`config.mk`:
```
export PLATFORM = sky130hd
export DESIGN_NAME = adlf_queue
export DESIGN_NICKNAME = d
export VERILOG_FILES = /design/src/rtl/adlf_pkg.sv /design/src/rtl/adlf_queue.sv
export VERILOG_INCLUDE_DIRS = /design/src /design/src/rtl
export SDC_FILE = /design/constraint.sdc
export NUM_CORES = 1
export LEC_CHECK = 0
export BUFFER_PORTS_ARGS = -buffer_cell sky130_fd_sc_hd__buf_2
export CAP_MARGIN = 20
export CORE_UTILIZATION = 40
export DETAILED_ROUTE_END_ITERATION = 10
export GPL_TIMING_DRIVEN = 0
export PLACE_DENSITY = 0.69
export SLEW_MARGIN = 40
export SYNTH_ARGS = -nofsm -noshare
export SYNTH_HDL_FRONTEND = slang
export SYNTH_SLANG_ARGS = --single-unit
```
`constraint.sdc`:
```
create_clock -name i_clk -period 5.4 [get_ports i_clk]
set_clock_uncertainty 0.15 [all_clocks]
set_input_delay 1.08 -clock i_clk [delete_from_list [all_inputs] [get_ports i_clk]]
set_output_delay 1.08 -clock i_clk [all_outputs]
set_load 0.1 [all_outputs]
```
`src/rtl/adjacent_duplicate_line_filter_core_macros.svh`:
```
// Assertion helpers used by the filter's group queue module.
`ifndef ADJACENT_DUPLICATE_LINE_FILTER_CORE_MACROS_SVH
`define ADJACENT_DUPLICATE_LINE_FILTER_CORE_MACROS_SVH

// Same-cycle implication, checked out of reset.
`define ADLF_ASSERT_IMP(lbl, clk, rstn, ante, cons, msg) \
    lbl: assert property (@(posedge clk) disable iff (!rstn) (ante) |-> (cons)) else $error(msg);

// Next-cycle implication, checked out of reset.
`define ADLF_ASSERT_NXT(lbl, clk, rstn, ante, cons, msg) \
    lbl: assert property (@(posedge clk) disable iff (!rstn) (ante) |=> (cons)) else $error(msg);

`endif

```
`src/rtl/adlf_pkg.sv`:
```
`timescale 1ns / 1ps
package adlf_pkg;

    // Input commands.
    localparam logic [1:0] CMD_BYTE  = 2'd0;
    localparam logic [1:0] CMD_EOL   = 2'd1;
    localparam logic [1:0] CMD_FLUSH = 2'd2;

    // Output modes.
    localparam logic [1:0] MODE_ALL      = 2'd0;
    localparam logic [1:0] MODE_REPEATED = 2'd1;
    localparam logic [1:0] MODE_UNIQUE   = 2'd2;
    localparam logic [1:0] MODE_ALL_REP  = 2'd3;

    // Configuration register indexes.
    localparam logic [2:0] REG_OUTPUT_MODE = 3'd0;
    localparam logic [2:0] REG_WITH_COUNT  = 3'd1;
    localparam logic [2:0] REG_SKIP_FIELDS = 3'd2;
    localparam logic [2:0] REG_SKIP_CHARS  = 3'd3;
    localparam logic [2:0] REG_LIMIT       = 3'd4;
    localparam logic [2:0] REG_FOLD_CASE   = 3'd5;

    localparam logic [7:0]  CHAR_LF  = 8'h0A;
    localparam logic [31:0] SAT_MAX  = 32'hFFFF_FFFF;
    localparam int          QDEPTH   = 4;

    typedef enum logic [1:0] {
        PH_LEAD,
        PH_FIELD,
        PH_GAP,
        PH_KEY
    } t_phase;

    typedef struct packed {
        logic [1:0]  output_mode;
        logic        with_count;
        logic [7:0]  field_skip;
        logic [13:0] char_skip;
        logic [13:0] limit;
        logic        fold_case;
    } t_cfg;

    // One closed group on its way to the result stage.
    typedef struct packed {
        logic [31:0] size;
        logic [31:0] start;
        logic        ovf;
        logic        last;
    } t_grp;

    function automatic logic is_blank(input logic [7:0] c);
        return (c == 8'h20) || (c >= 8'h09 && c <= 8'h0D);
    endfunction

    function automatic logic [7:0] fold_char(input logic [7:0] c, input logic en);
        return (en && c >= 8'h41 && c <= 8'h5A) ? c + 8'h20 : c;
    endfunction

endpackage

```
`src/rtl/adlf_queue.sv`:
```
`timescale 1ns / 1ps
`include "adjacent_duplicate_line_filter_core_macros.svh"
module adlf_queue import adlf_pkg::*; (
    input  logic i_clk,
    input  logic i_rst_n,
    input  logic i_push_a,
    input  t_grp i_rec_a,
    input  logic i_push_b,
    input  t_grp i_rec_b,
    input  logic i_pop,
    output t_grp o_head,
    output logic o_nonempty,
    output logic o_room_two
);

    localparam int PW = $clog2(QDEPTH);
    localparam int CW = $clog2(QDEPTH + 1);

    t_grp          r_mem [QDEPTH];
    logic [PW-1:0] r_wptr, r_rptr;
    logic [CW-1:0] r_count;
    logic [PW-1:0] wptr_b;

    assign wptr_b     = i_push_a ? r_wptr + PW'(1) : r_wptr;
    assign o_head     = r_mem[r_rptr];
    assign o_nonempty = (r_count != '0);
    assign o_room_two = (r_count <= CW'(QDEPTH - 2));

    // Up to two items enter per cycle, in order.
    always_ff @(posedge i_clk) begin
        if (i_push_a) begin
            r_mem[r_wptr] <= i_rec_a;
        end
        if (i_push_b) begin
            r_mem[wptr_b] <= i_rec_b;
        end
    end

    // Pointers and fill level.
    always_ff @(posedge i_clk) begin
        if (!i_rst_n) begin
            r_wptr  <= '0;
            r_rptr  <= '0;
            r_count <= '0;
        end else begin
            r_wptr  <= r_wptr + PW'(i_push_a) + PW'(i_push_b);
            r_rptr  <= r_rptr + PW'(i_pop);
            r_count <= r_count + CW'(i_push_a) + CW'(i_push_b) - CW'(i_pop);
        end
    end

    `ADLF_ASSERT_IMP(a_pop_nonempty, i_clk, i_rst_n, i_pop, r_count != '0, "pop from empty queue")
    `ADLF_ASSERT_IMP(a_push_room, i_clk, i_rst_n, i_push_a && i_push_b, r_count <= CW'(QDEPTH - 2), "queue overrun")
    `ADLF_ASSERT_NXT(a_pop_count, i_clk, i_rst_n, i_pop && !i_push_a && !i_push_b, r_count == $past(r_count) - CW'(1), "count did not drop on pop")

endmodule

```
=== After elaboration in Yosys (flattened, before gate mapping) ===
Memories as Yosys holds them, arrays and structs flattened. A register that Yosys moved wholly into a read port is not among the register bits.
Cells that the tools add are included.

* Flip-flop bits (word level): 7
* Bits in writable memories: 264
* Logic and storage cells: 19
* Memories kept: 1

* $add $sub $neg: 7
* Magnitude comparators: 1
* Muxes and demuxes: 6
* Reduce and logical (&&, ||, !) cells: 1

{| class="wikitable"
|+ Memories
! memory !! depth !! width !! rd ports !! clocked after Yosys merged registers in !! write ports !! RTL line !! RTL
|-
| r_mem || 4 || 66 || 1 || 1 || 2 || adlf_queue.sv:19 || <nowiki>t_grp r_mem [QDEPTH];</nowiki>
|}

{| class="wikitable"
|+ Operator list
! operator !! number
|-
| adder 2 x 1 -> 2 bit || 3
|-
| adder 3 x 1 -> 3 bit || 2
|-
| 2-to-1 mux 1 bit || 4
|-
| 2-to-1 mux 2 bit || 2
|-
| <= comparator 3 x 2 -> 1 bit (second input constant) || 1
|-
| nonzero test 3 bit || 1
|-
| subtractor 3 x 1 -> 3 bit || 1
|-
| adder 2 x 1 -> 2 bit (second input constant) || 1
|}

=== Longest topological paths before layout ===
* Depth in word-level cells: 3
* Mapped depth: 7
* Gate-level depth less buffers: 7

=== Worst setup path before layout ===
OpenSTA, ideal clock, no wires.

* Path kind: input-to-reg
* From: input port i_push_a
* To: memory r_mem[1][0] in the netlist's numbering, enable pin
* Library setup time: 0.703 ns
* Arrival: 3.036 ns
* Data required time: 4.547 ns
* Setup slack: 1.510 ns
* Stages on the path: 6
* Path through: buf_2 nor3b_2 o21ai_1 buf_6 buf_6 nand2_1

{| class="wikitable"
|+ RTL lines
! what !! RTL line !! RTL
|-
| from (decl) || adlf_queue.sv:6 || <nowiki>input logic i_push_a,</nowiki>
|-
| to (decl) || adlf_queue.sv:19 ||
|}

==> metrics.txt <==
outcome finished clean; Inst Count DP 1345; PD cells 432 nW/µm²; Mapped Area 13300 µm²; I/O Pins 205; Final GP Congestion 0.718; multi-input logic area 4950 µm²; Clock Path Buffers 3; vias per std cell 5.17; post-route core utilization 49.4%; element type at the critical path end output port; non-filler cells, final 1407; vias in the first global route 7821; cell accounting for the most synthesized area edfxtp_1; worst reg2reg path depth 8; die width 184 µm; worst vdd ir 0.000312 V; first-pass GRT wire length 45700 µm; Num CTS Buffers 31; # port buffers 204; area post-placement 15100 µm²; GRT Util Overall 17.9%; Layout area overhead 21.0%; Final period util 77.4%; post-CTS sizing 0; via count 7281; syn_nets 838; CTS H-tree depth 1; top post-synthesis cells by area edfxtp_1, mux2_2, mux4_2; DRT Pass-1 Iters 6; Antenna Violating Nets Remaining 0; Fill cells 2772; largest net degree at the start of global routing 32; ys async rst share 0%; Worst slew margin 47.2%; number of DRC markers in iteration 0 370; dpl hpwl 19300 µm; grt ovf 0; CP Max Fanout 10; Fin. Hold Viols 0; share of layout cells above drive strength 1 62.4%; Cell Rows 66; synthesized flop and latch total 271; starting density of the core 40.8%; CP startpoint kind flip-flop; Slew @ Worst Pin 0.791 ns; final setup violation count 0; post-CTS setup buffer count 0; Reg clk slew, reported paths 0.06 ns; leakage 5.85 nW; drt drc 0; Syn Area/Cell 19.3 µm²; CTS tree built; sequential share of the synthesized area 60.6%; critical path type flip-flop to output port; WL final 30400 µm; Die Y 184 µm; Routed WL per cell 21.6 µm; NumNets Final 1083; CTS Hold Bufs 0; RSZ-0062 raised after global routing no; die area 34000 µm²; Netlist cell types 30; WHS Path Cells 2; most instantiated library cell after synthesis edfxtp_1; total of max-cap violations 0; area fraction of the dominant cell type after synthesis 59.5%; Final Max Tran Viols 0; CTS Sinks 271; gate count of the mapped netlist 691; Critical Path AT 2.95 ns; clk root buf clkbuf_16; Yosys warnings 0; Post-synth top cells edfxtp_1, mux2_2, mux4_2; Achievable Freq 239 MHz; EDFF count, synth 264; ys flop type edfxtp_1; fin area 16100 µm²; FF/Latch Area 8070 µm²; Skew-Pair Late Insertion Delay 0.55 ns; crit path time final 4.18 ns; type of the tightest min-delay check flip-flop to flip-flop; antenna violations before repair 5; WP data required 4.17 ns; Placeable Area 32600 µm²
-- layout make-up --
| class | count | share of cell area [%] |
|---|---|---|
| diodes | 4 | 0.0621 |
| plain buffers | 43 | 1.83 |
| clock buffers | 37 | 5.14 |
| clock inverters | 21 | 1.20 |
| inverters | 8 | 0.186 |
| multi-input cells | 369 | 30.7 |
| flip-flops and latches | 271 | 50.1 |
| well taps | 442 | 3.43 |
| repair buffers | 212 | 7.33 |
-- routing by layer --
metal	up-vias	GRT usage [%]	routed length, µm
met4	2	3.90	549
met3	40	3.73	1610
li1	3349	-	-
met5	-	0	10
met2	186	31.3	15300
met1	3704	22.8	12900
-- metrics by stage --
step	hold slack, ns	setup WS, ns	power [mW]	setup TNS (ns)
2_1_floorplan	0.423	1.51	4.45	0
3_3_place_gp	0.468	-0.612	4.90	-106.89
3_5_place_dp	0.471	1.68	4.94	0
4_1_cts	0.488	1.07	7.04	0
5_1_grt	0.514	1.00	7.20	0
6_report	0.482	1.22	6.96	0
-- layout by cell type (no fill, tap or decap), types with 4 or more instances in the layout --
cell type	Yosys	routed
mux2_1	38	38
clkbuf_16	0	31
diode_2	0	4
ha_1	7	7
mux2_4	29	29
mux2_2	197	197
inv_1	6	6
and2_1	6	6
edfxtp_1	264	264
clkinv_1	0	4
dfxtp_1	7	7
buf_2	20	224
mux4_2	66	66
clkbuf_1	6	9
clkinv_2	0	11
buf_6	13	13
buf_12	0	8
-- critical path, cell delays in order, from the launching register on --
cell	delay, ns
dfxtp_1	0.40
buf_1	0.60
clkbuf_1	0.61
mux4_2	0.35
buf_2	0.43
-- state kept, by name (all words and copies together), names as in the netlist --
register	cells
r_count	3
r_rptr	2
r_mem	264
r_wptr	2
-- power by group --
| part | internal (mW) | switching [mW] |
|---|---|---|
| Combinational | 0.616 | 1.52 |
| Clock | 1.23 | 0.856 |
| Sequential | 2.67 | 0.0640 |
-- cell families after synthesis --
| family | after synthesis | synth area share [%] |
|---|---|---|
| AOI/OAI and AO/OA | 7 | 0.489 |
| muxes | 330 | 34.3 |
| xor gates and xnor gates | 3 | 0.197 |
| DFF | 271 | 60.6 |
| adders and majority gates | 10 | 1.11 |
| and+or+nand+nor | 19 | 0.865 |
| buffers and inverters | 51 | 2.44 |
-- worst paths after layout --
| path | from | to | slack [ns] |
|---|---|---|---|
| setup reg to reg | r_wptr[0] | r_mem[0][24] | 2.40 |
| hold reg to reg | r_rptr[0] | r_rptr[0] | 0.48 |
| hold / removal | r_rptr[0] | r_rptr[0] | 0.48 |
| setup / recovery | r_rptr[1] | o_head[42] | 1.22 |
Note: power is estimated with default switching activity, not from simulation.
