<file path="config.mk">
export PLATFORM = sky130hd
export DESIGN_NAME = adlf_back
export DESIGN_NICKNAME = d
export VERILOG_FILES = /design/src/rtl/adjacent_duplicate_line_filter_core_macros.svh /design/src/rtl/adlf_pkg.sv /design/src/rtl/adlf_back.sv
export SDC_FILE = /design/constraint.sdc
export NUM_CORES = 1
export LEC_CHECK = 0
export BUFFER_PORTS_ARGS = -buffer_cell sky130_fd_sc_hd__buf_2
export CELL_PAD_IN_SITES_DETAIL_PLACEMENT = 1
export CELL_PAD_IN_SITES_GLOBAL_PLACEMENT = 2
export CORE_ASPECT_RATIO = 0.9
export CORE_MARGIN = 3
export CORE_UTILIZATION = 24
export CTS_CLUSTER_DIAMETER = 200
export DETAILED_ROUTE_END_ITERATION = 10
export PLACE_DENSITY = 0.73
export SYNTH_ARGS = -nofsm -noshare
export SYNTH_HDL_FRONTEND = slang
export SYNTH_SLANG_ARGS = --single-unit
</file>
<file path="constraint.sdc">
create_clock -name i_clk -period 10.2 [get_ports i_clk]
set_input_delay 1.53 -clock i_clk [delete_from_list [all_inputs] [get_ports i_clk]]
set_output_delay 1.53 -clock i_clk [all_outputs]
set_load 0.02 [all_outputs]
</file>
<file path="src/rtl/adjacent_duplicate_line_filter_core_macros.svh">
// Assertion helpers used by the filter's group queue module.
`ifndef ADJACENT_DUPLICATE_LINE_FILTER_CORE_MACROS_SVH
`define ADJACENT_DUPLICATE_LINE_FILTER_CORE_MACROS_SVH

// Same-cycle implication, checked out of reset.
`define ADLF_ASSERT_IMP(lbl, clk, rstn, ante, cons, msg) \
    lbl: assert property (@(posedge clk) disable iff (!rstn) (ante) |-> (cons)) else $error(msg);

// Next-cycle implication, checked out of reset.
`define ADLF_ASSERT_NXT(lbl, clk, rstn, ante, cons, msg) \
    lbl: assert property (@(posedge clk) disable iff (!rstn) (ante) |=> (cons)) else $error(msg);

`endif

</file>
<file path="src/rtl/adlf_pkg.sv">
`timescale 1ns / 1ps
package adlf_pkg;

    // Input commands.
    localparam logic [1:0] CMD_BYTE  = 2'd0;
    localparam logic [1:0] CMD_EOL   = 2'd1;
    localparam logic [1:0] CMD_FLUSH = 2'd2;

    // Output modes.
    localparam logic [1:0] MODE_ALL      = 2'd0;
    localparam logic [1:0] MODE_REPEATED = 2'd1;
    localparam logic [1:0] MODE_UNIQUE   = 2'd2;
    localparam logic [1:0] MODE_ALL_REP  = 2'd3;

    // Configuration register indexes.
    localparam logic [2:0] REG_OUTPUT_MODE = 3'd0;
    localparam logic [2:0] REG_WITH_COUNT  = 3'd1;
    localparam logic [2:0] REG_SKIP_FIELDS = 3'd2;
    localparam logic [2:0] REG_SKIP_CHARS  = 3'd3;
    localparam logic [2:0] REG_LIMIT       = 3'd4;
    localparam logic [2:0] REG_FOLD_CASE   = 3'd5;

    localparam logic [7:0]  CHAR_LF  = 8'h0A;
    localparam logic [31:0] SAT_MAX  = 32'hFFFF_FFFF;
    localparam int          QDEPTH   = 4;

    typedef enum logic [1:0] {
        PH_LEAD,
        PH_FIELD,
        PH_GAP,
        PH_KEY
    } t_phase;

    typedef struct packed {
        logic [1:0]  output_mode;
        logic        with_count;
        logic [7:0]  field_skip;
        logic [13:0] char_skip;
        logic [13:0] limit;
        logic        fold_case;
    } t_cfg;

    // One closed group on its way to the result stage.
    typedef struct packed {
        logic [31:0] size;
        logic [31:0] start;
        logic        ovf;
        logic        last;
    } t_grp;

    function automatic logic is_blank(input logic [7:0] c);
        return (c == 8'h20) || (c >= 8'h09 && c <= 8'h0D);
    endfunction

    function automatic logic [7:0] fold_char(input logic [7:0] c, input logic en);
        return (en && c >= 8'h41 && c <= 8'h5A) ? c + 8'h20 : c;
    endfunction

endpackage

</file>
<file path="src/rtl/adlf_back.sv">
`timescale 1ns / 1ps
module adlf_back import adlf_pkg::*; (
    input  logic        i_clk,
    input  logic        i_rst_n,
    input  t_cfg        i_cfg,
    input  t_grp        i_head,
    input  logic        i_nonempty,
    output logic        o_pop,
    output logic        o_out_valid,
    input  logic        i_out_stall,
    output logic [31:0] o_copies,
    output logic [31:0] o_group_count,
    output logic        o_show_count,
    output logic [31:0] o_first_line_index,
    output logic        o_key_overflow,
    output logic        o_last_of_run
);

    logic        r_valid;
    logic [31:0] r_copies, r_count, r_index;
    logic        r_show, r_ovf, r_last;
    logic [31:0] n_copies;
    logic        multi;

    assign o_pop = i_nonempty && (!r_valid || !i_out_stall);
    assign multi = (i_head.size > 32'd1);

    // Copies to print under the selected mode.
    always_comb begin
        case (i_cfg.output_mode)
            MODE_ALL:      n_copies = 32'd1;
            MODE_REPEATED: n_copies = {31'd0, multi};
            MODE_UNIQUE:   n_copies = {31'd0, i_head.size == 32'd1};
            MODE_ALL_REP:  n_copies = multi ? i_head.size : 32'd0;
            default:       n_copies = 32'd0;
        endcase
    end

    // Output register.
    always_ff @(posedge i_clk) begin
        if (!i_rst_n) begin
            r_valid <= 1'b0;
        end else if (!r_valid || !i_out_stall) begin
            r_valid <= i_nonempty;
        end
    end

    always_ff @(posedge i_clk) begin
        if (o_pop) begin
            r_copies <= n_copies;
            r_count  <= i_head.size;
            r_show   <= i_cfg.with_count && (i_cfg.output_mode != MODE_ALL_REP);
            r_index  <= i_head.start;
            r_ovf    <= i_head.ovf;
            r_last   <= i_head.last;
        end
    end

    assign o_out_valid        = r_valid;
    assign o_copies           = r_copies;
    assign o_group_count      = r_count;
    assign o_show_count       = r_show;
    assign o_first_line_index = r_index;
    assign o_key_overflow     = r_ovf;
    assign o_last_of_run      = r_last;

endmodule

</file>
# Word-level counts from Yosys, hierarchy flattened
# Cells that the tools add are included.
[word_totals]
reg_bits = 100
latchBits = 0
ramBits = 0
rom_bits = 0
out_inout_bits = 101
elab_cells = 21
mem_count = 0
[op_classes]
add_sub_neg = 0
mul = 0
n_div = 0
n_lt_le_gt_ge = 1
eq_ne = 5
shifts = 0
muxes = 2
n_bitwise = 0
reduce_logical = 6
[ops]
columns = ["op", "n"]
rows = [
  ["case mux 32 bit (4 select lines)", 1],
  ["equality test 32 x 1 -> 1 bit (second input constant)", 1],
  ["> comparator 32 x 1 -> 1 bit (second input constant)", 1],
  ["2-to-1 mux 32 bit", 1],
  ["equality test 2 bit (second input constant)", 2],
  ["equality test 2 x 1 -> 1 bit (second input constant)", 1],
  ["logical AND 1 bit", 2],
  ["logical NOT 1 bit", 2],
  ["logical NOT 2 bit", 1],
  ["!= test 2 bit (second input constant)", 1],
  ["logical OR 1 bit", 1],
]

# Logic depth before layout (Yosys ltp)
[depth]
depth_word = 3
mapped_depth = 4
ltp_nobuf = 4

# Least setup slack after synthesis
# OpenSTA, ideal clock, no wires.
[synth_path]
kind = "input -> output"
startpoint = "in i_nonempty"
endpoint = "out o_pop"
arrival_ps = 9127
required_ps = 8670
path_slack_ps = -457
cell_stages = 1
n_path_buf = 0
path_cell_list = "a21boi_0"
[synth_between]
elab_chain_cells = 1
[synth_lines]
columns = ["item", "line", "source"]
rows = [
  ["start: declaration", "adlf_back.sv:7", "input logic i_nonempty,"],
  ["logical AND 1 bit", "adlf_back.sv:25", "assign o_pop = i_nonempty && (!r_valid || !i_out_stall);"],
  ["end: declaration", "adlf_back.sv:8", "output logic o_pop,"],
]
# Every way passes these cells.

# Worst setup path after layout
[layout_path]
startpoint = "in i_out_stall"
endpoint = "out o_pop"
[layout_between]
elab_chain_cells = 3
[layout_lines]
columns = ["item", "line", "source"]
rows = [
  ["start: declaration", "adlf_back.sv:10", "input logic i_out_stall,"],
  ["logical NOT 1 bit", "adlf_back.sv:25", ""],
  ["logical OR 1 bit", "adlf_back.sv:25", ""],
  ["logical AND 1 bit", "adlf_back.sv:25", ""],
]
# Every way passes these cells.

==> flow_summary.rst <==
.. list-table::
   :header-rows: 1

   * - Metric
     - Value
   * - Largest voltage drop on the vdd net
     - 0.0000922 V
   * - Largest stage delay on the critical path
     - approximately 400 ps
   * - Crit path launch type
     - input pin
   * - # diodes
     - 0
   * - Die Y-Extent
     - 118 µm
   * - GPL Wtd Cong
     - 0.677
   * - Final setup TNS
     - 0 ps
   * - Htree depth
     - 3
   * - Number of gates given a new drive strength after cts
     - 0
   * - Period minus WS final
     - around 4000 ps
   * - Final setup violation count
     - 0
   * - Clock Tree Root
     - sky130_fd_sc_hd__clkbuf_16
   * - Count of flip-flops with a built-in enable after synthesis
     - 99
   * - Starting density of the core
     - 24.8%
   * - Port Buffer Count
     - 173
   * - Inserted Clock Buffers
     - 9
   * - Worst Tran Pin Value
     - 848 ps
   * - Cell with the most instances after synthesis
     - sky130_fd_sc_hd__edfxtp_1
   * - Most area-consuming cells after synthesis
     - sky130_fd_sc_hd__edfxtp_1 (89%), sky130_fd_sc_hd__and3_1 (5.4%), sky130_fd_sc_hd__nor4_1 (0.93%)
   * - Area growth from synthesis to layout
     - 40.7%
   * - Final-layout fill cell count
     - 1460
   * - Clock-pin slew reported for the worst setup and hold paths after clock tree synthesis
     - 70 ps
   * - Clock Tree Buf Depth
     - 2
   * - # nets final
     - approximately 450
   * - Number of standard cells after synthesis
     - 155
   * - Final Max Tran Viols
     - 0
   * - Site Rows
     - 40
   * - Combined area of all synthesized cells
     - 3350 µm²
   * - Most frequent cells after synthesis
     - sky130_fd_sc_hd__edfxtp_1 (99), sky130_fd_sc_hd__and3_1 (29), sky130_fd_sc_hd__clkbuf_1 (6), sky130_fd_sc_hd__nor4_1 (5)
   * - Post-synthesis cell type with the largest combined area
     - sky130_fd_sc_hd__edfxtp_1
   * - Hold Violations, Final
     - 0
   * - Largest clock skew in the final design
     - 4.46 ps
   * - Sort of element at the end of the critical path
     - output pin
   * - Aggregate global routing overflow
     - 0
   * - Layout cells sized above 1
     - 57.6%
   * - Syn nets
     - 265
   * - CTS Sinks
     - 100
   * - Full die area
     - 15400 µm²
   * - Pre-Repair DR Iteration Count
     - 4
   * - MaxCap Viol Count
     - 0
   * - Area share of the largest cell type after synthesis
     - between 80 and 90%
   * - Post-synthesis register bit count
     - 100
   * - Share of the clock period used by the worst path
     - around two fifths
   * - P per Cell Area
     - 192 nW/µm²
   * - Unique cell type count in the Yosys netlist
     - 15
   * - Ys Warns
     - 0
   * - Initial drt markers
     - 101
   * - Status
     - completed
   * - Static leakage
     - 2.03 nW
   * - Main flop type after synthesis
     - sky130_fd_sc_hd__edfxtp_1
   * - Slew headroom
     - 43.5%
   * - Number of nets with antenna violations after routing
     - 0
   * - Number of global-route vias before repair
     - 2237
   * - Overall track demand over capacity in global routing
     - 10.8%
   * - Vias per Instance
     - 4.21
   * - Routed wire length
     - 8520 µm
   * - DR WL/cell
     - between 15 and 20 µm
   * - Startpoint-to-endpoint class of the critical path
     - input pin to output pin
   * - Hold-fix buffers at CTS
     - 0
   * - Initial antenna violation count
     - 0
   * - Sequential share of the synthesized area
     - 89.4%
   * - Area of the placeable core
     - around 14000 µm²
   * - Maximum number of pins on one net before global-route repair
     - 67
   * - Endpoint required time on the critical path
     - 8670 ps
   * - Most used cell, CP
     - sky130_fd_sc_hd__buf_2
   * - HPWL reported at the end of detailed placement
     - 6170 µm
   * - Overall power
     - 0.903 mW
   * - Reg-to-reg slack, setup
     - around 8000 ps
   * - Setup Fix Bufs, Post-CTS
     - 0
   * - Top-Level Pins
     - 211
   * - Detailed-route via count
     - 2137
   * - Worst hold path type
     - register to register
   * - Worst-Skew Late Latency
     - roughly 340 ps
   * - Maximum fanout along the worst path
     - 35
   * - WP data arrival
     - approximately 2500 ps
   * - Unrepaired setup endpoints after global routing
     - false
   * - Chain of cells forming the critical path
     - buf_2 > a21boi_4 > buf_4 > buf_2
   * - Die X
     - 130 µm
   * - Achievable Freq
     - 251 MHz
   * - Per-instance average area after synthesis
     - 21.6 µm²
   * - Critical-path top delay cell
     - sky130_fd_sc_hd__buf_4
   * - DR DRC count
     - 0
   * - Post-synth ARST share
     - 0%
   * - Global-route wire length before repair
     - 12400 µm
   * - TritonCTS clock tree
     - done
[critical path: cells and delay by family]
kind	cells	cell delay [ps]
AO/OA/AOI/OAI	1	130
buffers and inverters	3	770
[sequential cells by signal (all words and copies together), names as in the netlist]
| register | cells |
|---|---|
| o_group_count | 32 |
| o_last_of_run | 1 |
| o_out_valid | 1 |
| o_copies | 32 |
| o_key_overflow | 1 |
| o_show_count | 1 |
| o_first_line_index | 32 |
[placed cells by master (no fill, tap or decap)]
| cell type | instances |
|---|---|
| sky130_fd_sc_hd__nor4_1 | 5 |
| sky130_fd_sc_hd__and3_1 | 29 |
| sky130_fd_sc_hd__clkinv_1 | 1 |
| sky130_fd_sc_hd__a21boi_0 | 1 |
| sky130_fd_sc_hd__inv_8 | 1 |
| sky130_fd_sc_hd__a21boi_4 | 1 |
| sky130_fd_sc_hd__buf_4 | 2 |
| sky130_fd_sc_hd__inv_6 | 2 |
| sky130_fd_sc_hd__clkbuf_16 | 9 |
| sky130_fd_sc_hd__or2b_1 | 1 |
| sky130_fd_sc_hd__and3_2 | 2 |
| sky130_fd_sc_hd__a311oi_1 | 1 |
| sky130_fd_sc_hd__and4_1 | 2 |
| sky130_fd_sc_hd__nor3_1 | 1 |
| sky130_fd_sc_hd__buf_2 | 173 |
| sky130_fd_sc_hd__clkinv_4 | 3 |
| sky130_fd_sc_hd__nor2b_1 | 1 |
| sky130_fd_sc_hd__a21oi_1 | 2 |
| sky130_fd_sc_hd__edfxtp_1 | 99 |
| sky130_fd_sc_hd__nor4_2 | 2 |
| sky130_fd_sc_hd__and2b_2 | 1 |
| sky130_fd_sc_hd__dfxtp_1 | 1 |
[metal layers]
metal / vias up / part of all wire, % / global-route usage (%)
li1: 982 / - / -
met1: 1027 / 38 / 11.7
met2: 118 / 48 / 17.5
met3: 10 / 13 / 6.08
met4: 0 / 1.4 / 3.79
met5: - / 0 / 0
[cells by family (layout without fill, tap and decap cells)]
logic type	after synthesis	after routing	share of synthesized area, %
simple gates	44	44	8.90
flops	100	100	89.4
buf+inv	6	191	0.673
compound gates	5	5	1.01
[per-stage QoR]
stage	hold WS [ps]	instances	area, µm²	util [%]	setup slack, ps
3_3_place_gp	562	492	4430	32.8	6200
6_report	576	508	4710	34.9	6210
4_1_cts	582	508	4710	34.9	6180
3_5_place_dp	571	492	4430	32.8	6180
2_1_floorplan	598	155	3350	-	2180
5_1_grt	614	508	4710	34.9	6110
[final timing paths]
kind | depth (start not counted) | startpoint | endpoint
worst max-delay path | 4 | i_out_stall | o_pop
worst min-delay path | 2 | o_out_valid | o_out_valid
worst max register to register | 3 | o_out_valid | o_group_count[21]
worst min register to register | 2 | o_out_valid | o_out_valid
[area by class of cell]
type / instances / area, µm² / area share [%]
Sequential cell: 100 / 2990 / 63.5
Multi-Input combinational cell: 49 / 343 / 7.28
Clock inverter: 7 / 58.8 / 1.25
Clock buffer: 9 / 225 / 4.78
Tap cell: 168 / 210 / 4.46
Timing Repair Buffer: 175 / 881 / 18.7
[power by group]
group / total (mW) / switching (mW) / internal, mW
Combinational: 0.0934 / 0.0635 / 0.0299
Sequential: 0.486 / 0.00565 / 0.481
Clock: 0.323 / 0.154 / 0.169
Total: 0.903 / 0.223 / 0.680
Power figures use the tool's default switching activity.
